<file path="config.mk">
export PLATFORM = sky130hd
export DESIGN_NAME = dema_cfg_regs
export DESIGN_NICKNAME = d
export VERILOG_FILES = /design/src/sv/dema_pkg.sv /design/src/sv/dema_cfg_regs.sv
export SDC_FILE = /design/constraint.sdc
export NUM_CORES = 1
export LEC_CHECK = 0
export ABC_AREA = 1
export ABC_CLOCK_PERIOD_IN_PS = 900
export BUFFER_PORTS_ARGS = -buffer_cell sky130_fd_sc_hd__buf_2
export CAP_MARGIN = 20
export CORE_ASPECT_RATIO = 1.1
export CORE_MARGIN = 4
export CORE_UTILIZATION = 30
export CTS_CLUSTER_SIZE = 8
export DETAILED_ROUTE_END_ITERATION = 10
export PLACE_DENSITY = 0.58
export SYNTH_ARGS = -nofsm -noshare
export SYNTH_HDL_FRONTEND = slang
export SYNTH_SLANG_ARGS = --single-unit
export TNS_END_PERCENT = 20
</file>
<file path="constraint.sdc">
create_clock -name clk_i -period 0.9 [get_ports clk_i]
set_input_delay 0.135 -clock clk_i [delete_from_list [all_inputs] [get_ports clk_i]]
set_output_delay 0.135 -clock clk_i [all_outputs]
set_load 0.005 [all_outputs]
</file>
<file path="src/sv/dema_pkg.sv">
// shared types, widths and register codes of the dual ema pressure detector
package dema_pkg;

  // payload widths
  localparam int SAMPLE_W   = 16;
  localparam int AVG_W      = 24;
  localparam int PRESS_W    = 25;
  localparam int ALPHA_W    = 16;
  localparam int THR_W      = 24;
  localparam int WARM_W     = 16;
  localparam int CNT_OUT_W  = 32;

  // configuration port
  localparam int CFG_IDX_W  = 8;
  localparam int CFG_DATA_W = 32;

  // default event counter width
  localparam int COUNT_BITS_DEF = 32;

  // register indexes
  localparam logic [CFG_IDX_W-1:0] REG_FAST_ALPHA = 8'd0;
  localparam logic [CFG_IDX_W-1:0] REG_SLOW_ALPHA = 8'd1;
  localparam logic [CFG_IDX_W-1:0] REG_THRESHOLD  = 8'd2;
  localparam logic [CFG_IDX_W-1:0] REG_WARMUP     = 8'd3;

  // register reset values
  localparam logic [ALPHA_W-1:0] FAST_ALPHA_RST = 16'd6554;
  localparam logic [ALPHA_W-1:0] SLOW_ALPHA_RST = 16'd655;
  localparam logic [THR_W-1:0]   THRESHOLD_RST  = 24'd838861;
  localparam logic [WARM_W-1:0]  WARMUP_RST     = 16'd10;

  typedef struct packed {
    logic [ALPHA_W-1:0] fast_alpha;
    logic [ALPHA_W-1:0] slow_alpha;
    logic [THR_W-1:0]   threshold;
    logic [WARM_W-1:0]  warmup;
  } cfg_t;

  typedef struct packed {
    logic rise;
    logic fall;
  } flags_t;

endpackage

</file>
<file path="src/sv/dema_cfg_regs.sv">
// configuration register file of the dual ema pressure detector
module dema_cfg_regs (
  input  logic                              clk_i,
  input  logic                              rst_ni,
  input  logic                              cfg_valid_i,
  output logic                              cfg_ready_o,
  input  logic [dema_pkg::CFG_IDX_W-1:0]    cfg_index_i,
  input  logic [dema_pkg::CFG_DATA_W-1:0]   cfg_data_i,
  output dema_pkg::cfg_t                    cfg_o
);

  dema_pkg::cfg_t cfg_q, cfg_d;

  assign cfg_ready_o = 1'b1;

  always_comb begin
    cfg_d = cfg_q;
    if (cfg_valid_i) begin
      case (cfg_index_i)
        dema_pkg::REG_FAST_ALPHA: cfg_d.fast_alpha = cfg_data_i[dema_pkg::ALPHA_W-1:0];
        dema_pkg::REG_SLOW_ALPHA: cfg_d.slow_alpha = cfg_data_i[dema_pkg::ALPHA_W-1:0];
        dema_pkg::REG_THRESHOLD:  cfg_d.threshold  = cfg_data_i[dema_pkg::THR_W-1:0];
        dema_pkg::REG_WARMUP:     cfg_d.warmup     = cfg_data_i[dema_pkg::WARM_W-1:0];
        default: ; // unknown index, write dropped
      endcase
    end
  end

  always_ff @(posedge clk_i or negedge rst_ni) begin
    if (!rst_ni) begin
      cfg_q.fast_alpha <= dema_pkg::FAST_ALPHA_RST;
      cfg_q.slow_alpha <= dema_pkg::SLOW_ALPHA_RST;
      cfg_q.threshold  <= dema_pkg::THRESHOLD_RST;
      cfg_q.warmup     <= dema_pkg::WARMUP_RST;
    end else begin
      cfg_q <= cfg_d;
    end
  end

  assign cfg_o = cfg_q;

endmodule

</file>
==> metrics.csv <==
metric,value,unit
internal power component,5.92,mW
RR Endpoint,cfg_o[57],
worst-path maximum fanout,2,
via-per-instance ratio,4.44,
YS warnings,0,
reg2reg path depth,2,
Cells after Synth,332,
"reg-to-reg slack, setup",0.18,ns
# H-tree levels,3,
Yosys reg bits,72,
total CTS buffers,9,
nets@finish,485,
row count,39,
synth top area cells,"dfrtp_1 36%, dfstp_2 22%, nand2_1 16%, nand3_1 11%, buf_6 4.3%",
Peak supply drop,0.000647,V
Worst-path clk slew,0.06,ns
f_max,895,MHz
period utilization,1.24,
initial antenna violation count,0,
Placed Area,3910,µm²
register area share after synthesis,0.582,
CTS tree,done,
share of cells above drive strength 1,0.409,
LEAKAGE,2.36,nW
min-delay worst type,in2reg,
Pwr Density,1780,nW/µm²
Psw,1.75,mW
core box area,10300,µm²
top cell type's share of synthesized area,0.365,
die width,106,µm
Final ANT Viol Nets,0,
Buffers on Ports,106,
status,"complete, but fails checks",
CP Class,reg2out,
wire per inst,14.9,µm
max reg flops,72,
Sw Share,0.229,
critical path arrival,0.98,ns
power share of the clock group,0.443,
Final Max Slew Viols,0,
Tmin final,1.12,ns
slowest CP cell,dfstp_2,
Synth cell types,17,
RSZ-0062 raised after global routing,true,
residual DRC count,0,
Ports,116,
"EDFF count, synth",0,
final setup TNS,-8.70,ns
CP max stage delay,0.54,ns
global route total overflow,0,
GRT Overall Usage,0.151,
final count of hold timing violations,0,
sequential power share,0.461,
critical path's top delay family,flip-flops,
async set or reset register ratio after synthesis,1.00,
Max Root-Sink Buffers,2,
Die ar.,12200,µm²
P&R area growth vs syn,36.3,%
Final WS setup,-0.217,ns
startpoint types,register,
MaxCap Viol Count,0,
"Design Area, Final",4300,µm²
CP Cell Sequence,buf_2,
Worst Path Buf+Inv,1,
RePlAce Congestion,0.759,
"Setup violations, final",72,
post-CTS setup buffer count,0,
Pre-Repair DR Iteration Count,6,
Root Driver,clkbuf_16,
vias in the first global route,2580,
drt initial violations,172,
Comb power frac,0.096,
HPWL after DPL,6.30,mm
cell taking the most area after synthesis,dfrtp_1,
Via Count,2621,
clock latency on the worst-skew pair,0.33,ns
r2r startpoint,cfg_o[57],
Syn Area/Cell,9.50,µm²
Total Wirelength,8.81,mm
final setup skew,0,ns
die height,116,µm
failing checks,negative setup slack,
clock sink count,72,
Hold Crit Depth,3,
Hold Crit Start,cfg_data_i[18],
CP Capture Type,primary output,
Fillers,1055,
initial cell density of the core,0.305,
Syn Nets,375,
ANT cells,0,
largest net degree at the start of global routing,40,
first-pass GRT wire length,14.2,mm
Worst Hold End,cfg_o[34],
Post-Syn Area,3150,µm²
critical path required time,0.76,ns
Main synth FF type,dfrtp_1,
==> per-layer routing <==
layer | GRT usage | wire length (µm) | vias up
met5 | 0 | 0 | -
met4 | 0.0717 | 214 | 0
met3 | 0.0407 | 673 | 14
met2 | 0.215 | 3830 | 93
met1 | 0.213 | 4090 | 1237
li1 | - | - | 1277
==> per-stage QoR <==
stage                     hold slack, ns  total power, mW  cells   util  setup WS [ns]
final                             0.0228             7.67    590  0.416         -0.217
after global routing              0.0317             8.01    590  0.416         -0.245
after CTS                         0.0162             7.74    590  0.410         -0.233
after detailed placement           0.128             4.29    573  0.378         -0.199
after global placement             0.132             4.28    573  0.378         -0.174
after floorplan                   -0.161             3.82    332      -         0.0170
==> cells by family after synthesis <==
| kind of cell | after synthesis | share of synthesized area |
|---|---|---|
| buf+inv | 26 | 0.0651 |
| other cells | 1 | 0.00119 |
| flops | 72 | 0.582 |
| simple gates | 233 | 0.352 |
==> Yosys cell counts (2+ instances only) <==
master     n
nand2_1  136
nand3_1   72
dfrtp_1   46
dfstp_2   26
buf_6     12
nand2_2   12
buf_2      7
nand3_4    4
nor2_4     4
inv_2      3
nor2_2     3
inv_1      2
==> cell usage in the layout (no fill, tap or decap), types with 2 or more instances in the layout <==
master,n
nand2_4,2
inv_2,3
clkbuf_1,6
nand3_1,72
buf_6,17
nand3_4,4
nand2_1,136
buf_12,9
dfrtp_1,46
clkbuf_16,9
inv_1,2
nand2_2,11
buf_4,4
dfstp_2,26
nor2_4,6
buf_2,88
==> power groups by stage <==
stage	sequential [mW]	combinational, mW	clock (mW)
finish	3.54	0.734	3.40
global route	3.56	0.830	3.62
CTS	3.54	0.729	3.48
detailed placement	3.58	0.709	0
global placement	3.58	0.699	0
floorplan	3.59	0.239	0
==> worst reg2reg max path, stage by stage, from the launching register on <==
cell	delay (ns)
dfstp_2	0.55
nand2_1	0.06
nand2_1	0.06
==> area by class of cell <==
| type | instances | area (µm²) | share of cell area |
|---|---|---|---|
| inverters | 6 | 27.5 | 0.00640 |
| multi-input cells | 234 | 1130 | 0.263 |
| repair buffers | 119 | 852 | 0.198 |
| clock buffers | 15 | 248 | 0.0576 |
| clock inverters | 1 | 30.0 | 0.00698 |
| well taps | 143 | 179 | 0.0416 |
| flip-flops and latches | 72 | 1830 | 0.427 |
==> worst max path at each step <==
stage,startpoint,to,slack [ns],cells after the start
floorplan,cfg_index_i[2],cfg_o[56],0.02,7
global placement,cfg_index_i[0],cfg_o[36],-0.17,7
detailed placement,cfg_index_i[0],cfg_o[17],-0.20,7
CTS,cfg_o[47],cfg_o[47],-0.23,1
global route,cfg_o[64],cfg_o[64],-0.25,1
finish,cfg_o[41],cfg_o[41],-0.22,1
==> timing repair <==
| action | in CTS | in global routing |
|---|---|---|
| hold buffers | 1 | 0 |
| resized for setup | 7 | 10 |
| endpoints found under the hold margin | 50 | 0 |
| endpoints found under the setup margin | 72 | 72 |
No activity file was read; power rests on OpenSTA's default activity.
