### config.mk
export PLATFORM = sky130hd
export DESIGN_NAME = dema_event
export DESIGN_NICKNAME = d
export VERILOG_FILES = /design/src/sv/dema_pkg.sv /design/src/sv/dema_event.sv
export SDC_FILE = /design/constraint.sdc
export NUM_CORES = 1
export LEC_CHECK = 0
export BUFFER_PORTS_ARGS = -buffer_cell sky130_fd_sc_hd__buf_4
export CORE_MARGIN = 2
export CORE_UTILIZATION = 51
export CTS_CLUSTER_DIAMETER = 120
export DETAILED_ROUTE_END_ITERATION = 6
export HOLD_SLACK_MARGIN = 0.15
export PLACE_DENSITY = 0.79
export SETUP_SLACK_MARGIN = 0.15
export SYNTH_ARGS = -nofsm -noshare
export SYNTH_HDL_FRONTEND = slang
export SYNTH_SLANG_ARGS = --single-unit
export TNS_END_PERCENT = 20
### constraint.sdc
create_clock -name clk_i -period 5.5 [get_ports clk_i]
set_input_delay 0.275 -clock clk_i [delete_from_list [all_inputs] [get_ports clk_i]]
set_output_delay 0.275 -clock clk_i [all_outputs]
set_load 0.005 [all_outputs]
### src/sv/dema_pkg.sv
// shared types, widths and register codes of the dual ema pressure detector
package dema_pkg;

  // payload widths
  localparam int SAMPLE_W   = 16;
  localparam int AVG_W      = 24;
  localparam int PRESS_W    = 25;
  localparam int ALPHA_W    = 16;
  localparam int THR_W      = 24;
  localparam int WARM_W     = 16;
  localparam int CNT_OUT_W  = 32;

  // configuration port
  localparam int CFG_IDX_W  = 8;
  localparam int CFG_DATA_W = 32;

  // default event counter width
  localparam int COUNT_BITS_DEF = 32;

  // register indexes
  localparam logic [CFG_IDX_W-1:0] REG_FAST_ALPHA = 8'd0;
  localparam logic [CFG_IDX_W-1:0] REG_SLOW_ALPHA = 8'd1;
  localparam logic [CFG_IDX_W-1:0] REG_THRESHOLD  = 8'd2;
  localparam logic [CFG_IDX_W-1:0] REG_WARMUP     = 8'd3;

  // register reset values
  localparam logic [ALPHA_W-1:0] FAST_ALPHA_RST = 16'd6554;
  localparam logic [ALPHA_W-1:0] SLOW_ALPHA_RST = 16'd655;
  localparam logic [THR_W-1:0]   THRESHOLD_RST  = 24'd838861;
  localparam logic [WARM_W-1:0]  WARMUP_RST     = 16'd10;

  typedef struct packed {
    logic [ALPHA_W-1:0] fast_alpha;
    logic [ALPHA_W-1:0] slow_alpha;
    logic [THR_W-1:0]   threshold;
    logic [WARM_W-1:0]  warmup;
  } cfg_t;

  typedef struct packed {
    logic rise;
    logic fall;
  } flags_t;

endpackage

### src/sv/dema_event.sv
// threshold crossing detection, warmup gate and saturating event counters
module dema_event #(
  parameter int COUNT_BITS = dema_pkg::COUNT_BITS_DEF
) (
  input  logic                                clk_i,
  input  logic                                rst_ni,
  input  logic                                step_i,
  input  logic signed [dema_pkg::PRESS_W-1:0] press_i,
  input  dema_pkg::cfg_t                      cfg_i,
  output dema_pkg::flags_t                    flags_o,
  output logic        [COUNT_BITS-1:0]        rise_cnt_o,
  output logic        [COUNT_BITS-1:0]        fall_cnt_o,
  output logic        [COUNT_BITS-1:0]        seen_cnt_o
);

  localparam int CMP_W = (COUNT_BITS > dema_pkg::WARM_W) ? COUNT_BITS : dema_pkg::WARM_W;
  localparam int THX_W = dema_pkg::PRESS_W + 1;

  function automatic logic [COUNT_BITS-1:0] sat_inc(input logic [COUNT_BITS-1:0] c);
    sat_inc = (&c) ? c : c + COUNT_BITS'(1);
  endfunction

  logic                  prev_above_q, prev_above_d;
  logic                  prev_below_q, prev_below_d;
  logic [COUNT_BITS-1:0] rise_q, rise_d;
  logic [COUNT_BITS-1:0] fall_q, fall_d;
  logic [COUNT_BITS-1:0] seen_q, seen_d;

  logic signed [THX_W-1:0] press_x;
  logic signed [THX_W-1:0] thr_x;
  logic                    above;
  logic                    below;
  logic                    armed;

  assign press_x = THX_W'(press_i);
  assign thr_x   = $signed({2'b00, cfg_i.threshold});
  assign above   = press_x > thr_x;
  assign below   = press_x < -thr_x;
  // evaluation starts once earlier samples plus this one reach warmup
  assign armed   = (cfg_i.warmup == '0) ||
                   (CMP_W'(seen_q) >= CMP_W'(cfg_i.warmup) - CMP_W'(1));

  always_comb begin
    prev_above_d = prev_above_q;
    prev_below_d = prev_below_q;
    rise_d       = rise_q;
    fall_d       = fall_q;
    flags_o      = '0;
    if (armed) begin
      flags_o.rise = above && !prev_above_q;
      flags_o.fall = below && !prev_below_q;
      prev_above_d = above;
      prev_below_d = below;
      if (flags_o.rise) begin
        rise_d = sat_inc(rise_q);
      end
      if (flags_o.fall) begin
        fall_d = sat_inc(fall_q);
      end
    end
    seen_d = sat_inc(seen_q);
  end

  always_ff @(posedge clk_i or negedge rst_ni) begin
    if (!rst_ni) begin
      prev_above_q <= 1'b0;
      prev_below_q <= 1'b0;
      rise_q       <= '0;
      fall_q       <= '0;
      seen_q       <= '0;
    end else if (step_i) begin
      prev_above_q <= prev_above_d;
      prev_below_q <= prev_below_d;
      rise_q       <= rise_d;
      fall_q       <= fall_d;
      seen_q       <= seen_d;
    end
  end

  assign rise_cnt_o = rise_d;
  assign fall_cnt_o = fall_d;
  assign seen_cnt_o = seen_d;

endmodule

==> summary.md <==
| Metric | Value |
|---|---|
| Status | `finished, final reports clean` |
| CTS buffer count | `9` |
| Reg2reg path depth | `9` |
| YS warnings | `0` |
| Max Fclk | `between 150 and 200 MHz` |
| Num rows | `47` |
| Largest family of logic cells by synthesized area | `simple AND/OR/NAND/NOR gates` |
| Synth cell types | `50` |
| TritonRoute pass-1 iters | `5` |
| Final WL | `between 20000 and 25000 µm` |
| CTS tree | `built` |
| Clock root cell | `clkbuf_16` |
| Global-route wire length before repair | `approximately 35000 µm` |
| Net Count, Synth | `1193` |
| Crit Path Class | `in2out` |
| # IOs | `198` |
| Clock transition at path regs | `roughly 60 ps` |
| Vias | `7908` |
| Fin. Hold Viols | `0` |
| Least-Margin Pin Slew | `~1100 ps` |
| 1st-iter DRT viols | `380` |
| Synthesized instance count | `between 1000 and 1500` |
| Critical Path Max Stage Delay | `roughly 450 ps` |
| Worst setup SP type | `primary input` |
| Slew headroom | `between 20% and 30%` |
| Synth Area in Adders | `between 10% and 20%` |
| P per Cell Area | `195 nW/µm²` |
| Nets@finish | `about 1400` |
| Maxcap violations | `0` |
| RR Endpoint | `prev_above_q$_DFFE_PN0P_` |
| Pin count of the biggest net entering global routing | `52` |
| Port-buffer cells | `between 150 and 200` |
| Number of synthesized flops with an enable pin | `0` |
| Initial Util | `52.3%` |
| Hold WC Path Type | `in2reg` |
| Number of global-route vias before repair | `about 7500` |
| Clock power share | `between 20 and 30%` |
| Tmin final | `approximately 5300 ps` |
| Xor and xnor area share after synthesis | `a little over a fifth` |
| Sinks on Clock Net | `98` |
| DP HPWL | `between 15000 and 20000 µm` |
| DRC | `0` |
| CP max-delay cell | `or4_4` |
| Worst vdd ir | `~0.00018 V` |
| Finished Layout Cells | `around 1400` |
| Die height | `around 130 µm` |
| Hold_sp | `press_i[24]` |
| Net Sw Frac | `approximately a third` |
| Logic gate share of total power | `29.4%` |
| Tcrit/Tclk final | `95.7%` |
| Crit-path cells | `buf_6, inv_2, nand4_1, or3_1, or4_4, or3_4, or3_4, or4_4, xnor2_2, ha_1, a21o_1, a21o_1, a221oi_2, o31ai_1, nor3_1, buf_4, buf_6, mux2_4, nand3_2, mux2_2, buf_4` |
| Syn_area_per_cell | `8.64 µm²` |
| Reg power frac | `approximately two fifths` |
| DRT antenna net count | `0` |
| Seq/Total Area, Yosys | `28.2%` |
| Mux cell area share after synthesis | `less than 1%` |
| Ant diodes | `0` |
| Switching power | `683 µW` |
| Die area | `18100 µm²` |
| Dpl cells | `1376` |
| Crit path max fanout | `5` |
| FF+latch count, synth | `about 100` |
| Clk_skew | `approximately 14 ps` |
| Synth Area in Compound Gates | `5.29%` |
| Worst-case clock buffer depth | `2` |
| Fin Hold WS | `281 ps` |
| Die X-Extent | `around 130 µm` |
| RSZ-0062 raised after global routing | `yes` |
| Core Box Area | `16600 µm²` |
| Placer's final routability congestion estimate | `0.888` |
| WHS Endpoint | `prev_above_q$_DFFE_PN0P_` |
| Initial antenna violation count | `0` |
| CTS H-tree lvls | `3` |
| Critical Path AT | `4990 ps` |
| Leak pwr | `5.17 nW` |
| Worst-skew pair later-pin latency | `about 360 ps` |
| Count of final setup violators | `0` |
| Main synth FF type | `dfrtp_1` |
| Tot GR Track Use | `23.3%` |
| Synth Area in Simple Gates | `27.6%` |
| Synth async-reset ratio | `100%` |
| Power Internal | `around 1.4 mW` |
| Final Max Tran Viols | `0` |
| Wire length per cell | `roughly 15 µm` |
| Hold-critical path depth | `3` |
| Netlist Area Pre-Place | `between 8000 and 9000 µm²` |
| CP Capture Type | `primary output` |
| Grt ovf | `0` |
| Required time of the critical path | `approximately 5200 ps` |
| DR vias/cell | `between 5 and 6` |
| Layout cells sized above 1 | `approximately a fifth` |
| Critical register-to-register path startpoint | `seen_q[27]$_DFFE_PN0P_` |
| R2R Setup Slk | `around 2000 ps` |
| Area Overhead vs Synth | `23.6%` |
## flip-flops by register name, summed over array words and instances, names as in the netlist
register,cells
fall_q,32
prev_above_q,1
seen_q,32
prev_below_q,1
rise_q,32
## power groups by stage
stage / clock network [mW] / logic [mW] / registers (mW)
floorplan: 0 / 0.339 / 0.839
global placement: 0 / 0.563 / 0.863
detailed placement: 0 / 0.579 / 0.867
CTS: 0.639 / 0.588 / 0.853
global route: 0.666 / 0.679 / 0.866
finish: 0.625 / 0.615 / 0.854
## cells in the final DEF, fill, tap and decap left out, types with 7 or more instances in the layout
cell       instances
a21o_1             9
o21ai_0           18
nor4_1            16
ha_1              86
clkbuf_16         11
nand2b_1           9
nor2_1            64
a21oi_1           26
nand2_1           73
buf_4            187
nor3b_1            8
nand3_1           82
nor3_1            43
xnor2_1          142
inv_1             36
and4_1            14
xor2_1            71
or4_1             11
dfrtp_1           98
and3_1            35
nand4_1           54
and2_1             7
## Yosys cell counts, types with 9 or more instances
| cell | number | area (µm²) |
|---|---|---|
| nor3_1 | 43 | 215 |
| a21o_1 | 9 | 67.6 |
| nand2_1 | 73 | 274 |
| xnor2_1 | 146 | 1280 |
| nand2b_1 | 9 | 56.3 |
| a21oi_1 | 26 | 130 |
| nand3_1 | 85 | 425 |
| and4_1 | 14 | 123 |
| o21ai_0 | 18 | 90.1 |
| or4_1 | 13 | 97.6 |
| nand4_1 | 54 | 338 |
| nor2_1 | 64 | 240 |
| and3_1 | 35 | 219 |
| ha_1 | 86 | 1080 |
| xor2_1 | 71 | 622 |
| dfrtp_1 | 98 | 2450 |
| clkbuf_1 | 23 | 86.3 |
| inv_1 | 40 | 150 |
| nor4_1 | 16 | 100 |
## metrics by stage
stage / utilization [%] / power (mW) / setup TNS, ps / cell area [µm²] / setup slack (ps)
floorplan: - / 1.18 / 0 / 8700 / 212
global placement: 61.4 / 1.43 / -7.47 / 10200 / -7.47
detailed placement: 61.4 / 1.45 / -602 / 10200 / -103
CTS: 63.4 / 2.08 / 0 / 10500 / 146
global route: 64.7 / 2.21 / 0 / 10800 / 56.5
finish: 64.7 / 2.09 / 0 / 10800 / 234
## cells by family (layout without fill, tap and decap cells)
group | Yosys count | count (layout)
AOI/OAI and AO/OA | 74 | 74
xor gates and xnor gates | 217 | 217
adders and majority gates | 86 | 86
buffers and inverters | 79 | 254
DFF | 98 | 98
muxes | 7 | 7
and+or+nand+nor | 446 | 446
## layer usage
layer	vias up	GRT usage [%]	wire, µm
met5	-	0	0
met2	196	40.3	10600
li1	3907	-	-
met3	30	3.00	905
met4	0	7.95	465
met1	3775	30.0	9630
## worst max-delay path, delay by kind of cell
family / cells / cell delay, ps
AO/OA/AOI/OAI: 4 / 680
XOR/XNOR: 1 / 150
adder cells (fa/ha/maj): 1 / 300
buffers and inverters: 5 / 550
multiplexers: 2 / 720
AND/OR/NAND/NOR: 8 / 2320
## worst max path at each step
stage	startpoint	end	slack (ps)	cells past startpoint
3_5_place_dp	cfg_i[25]	fall_cnt_o[15]	-100	21
3_3_place_gp	cfg_i[27]	fall_cnt_o[16]	-7	21
2_1_floorplan	cfg_i[27]	fall_cnt_o[13]	210	19
5_1_grt	cfg_i[26]	fall_cnt_o[1]	60	21
4_1_cts	cfg_i[25]	fall_cnt_o[15]	150	21
6_report	cfg_i[25]	fall_cnt_o[1]	230	21
## layout make-up
type,count,area (µm²)
clock buffer,9,225
clock inverter,7,62.6
fill,1445,5880
inverter,40,153
multi-input combinational,830,6010
sequential,98,2450
tap,220,275
timing repair buffer,198,1580
## timing repair
action / in CTS / in global routing
gates cloned: 0 / 2
hold buffers: 1 / 0
endpoints found under the setup margin: 31 / 32
setup buffers: 0 / 7
gates resized for setup: 8 / 23
hold endpoints to repair: 50 / 0
pin swaps: 0 / 4
Note: power is estimated with default switching activity, not from simulation.
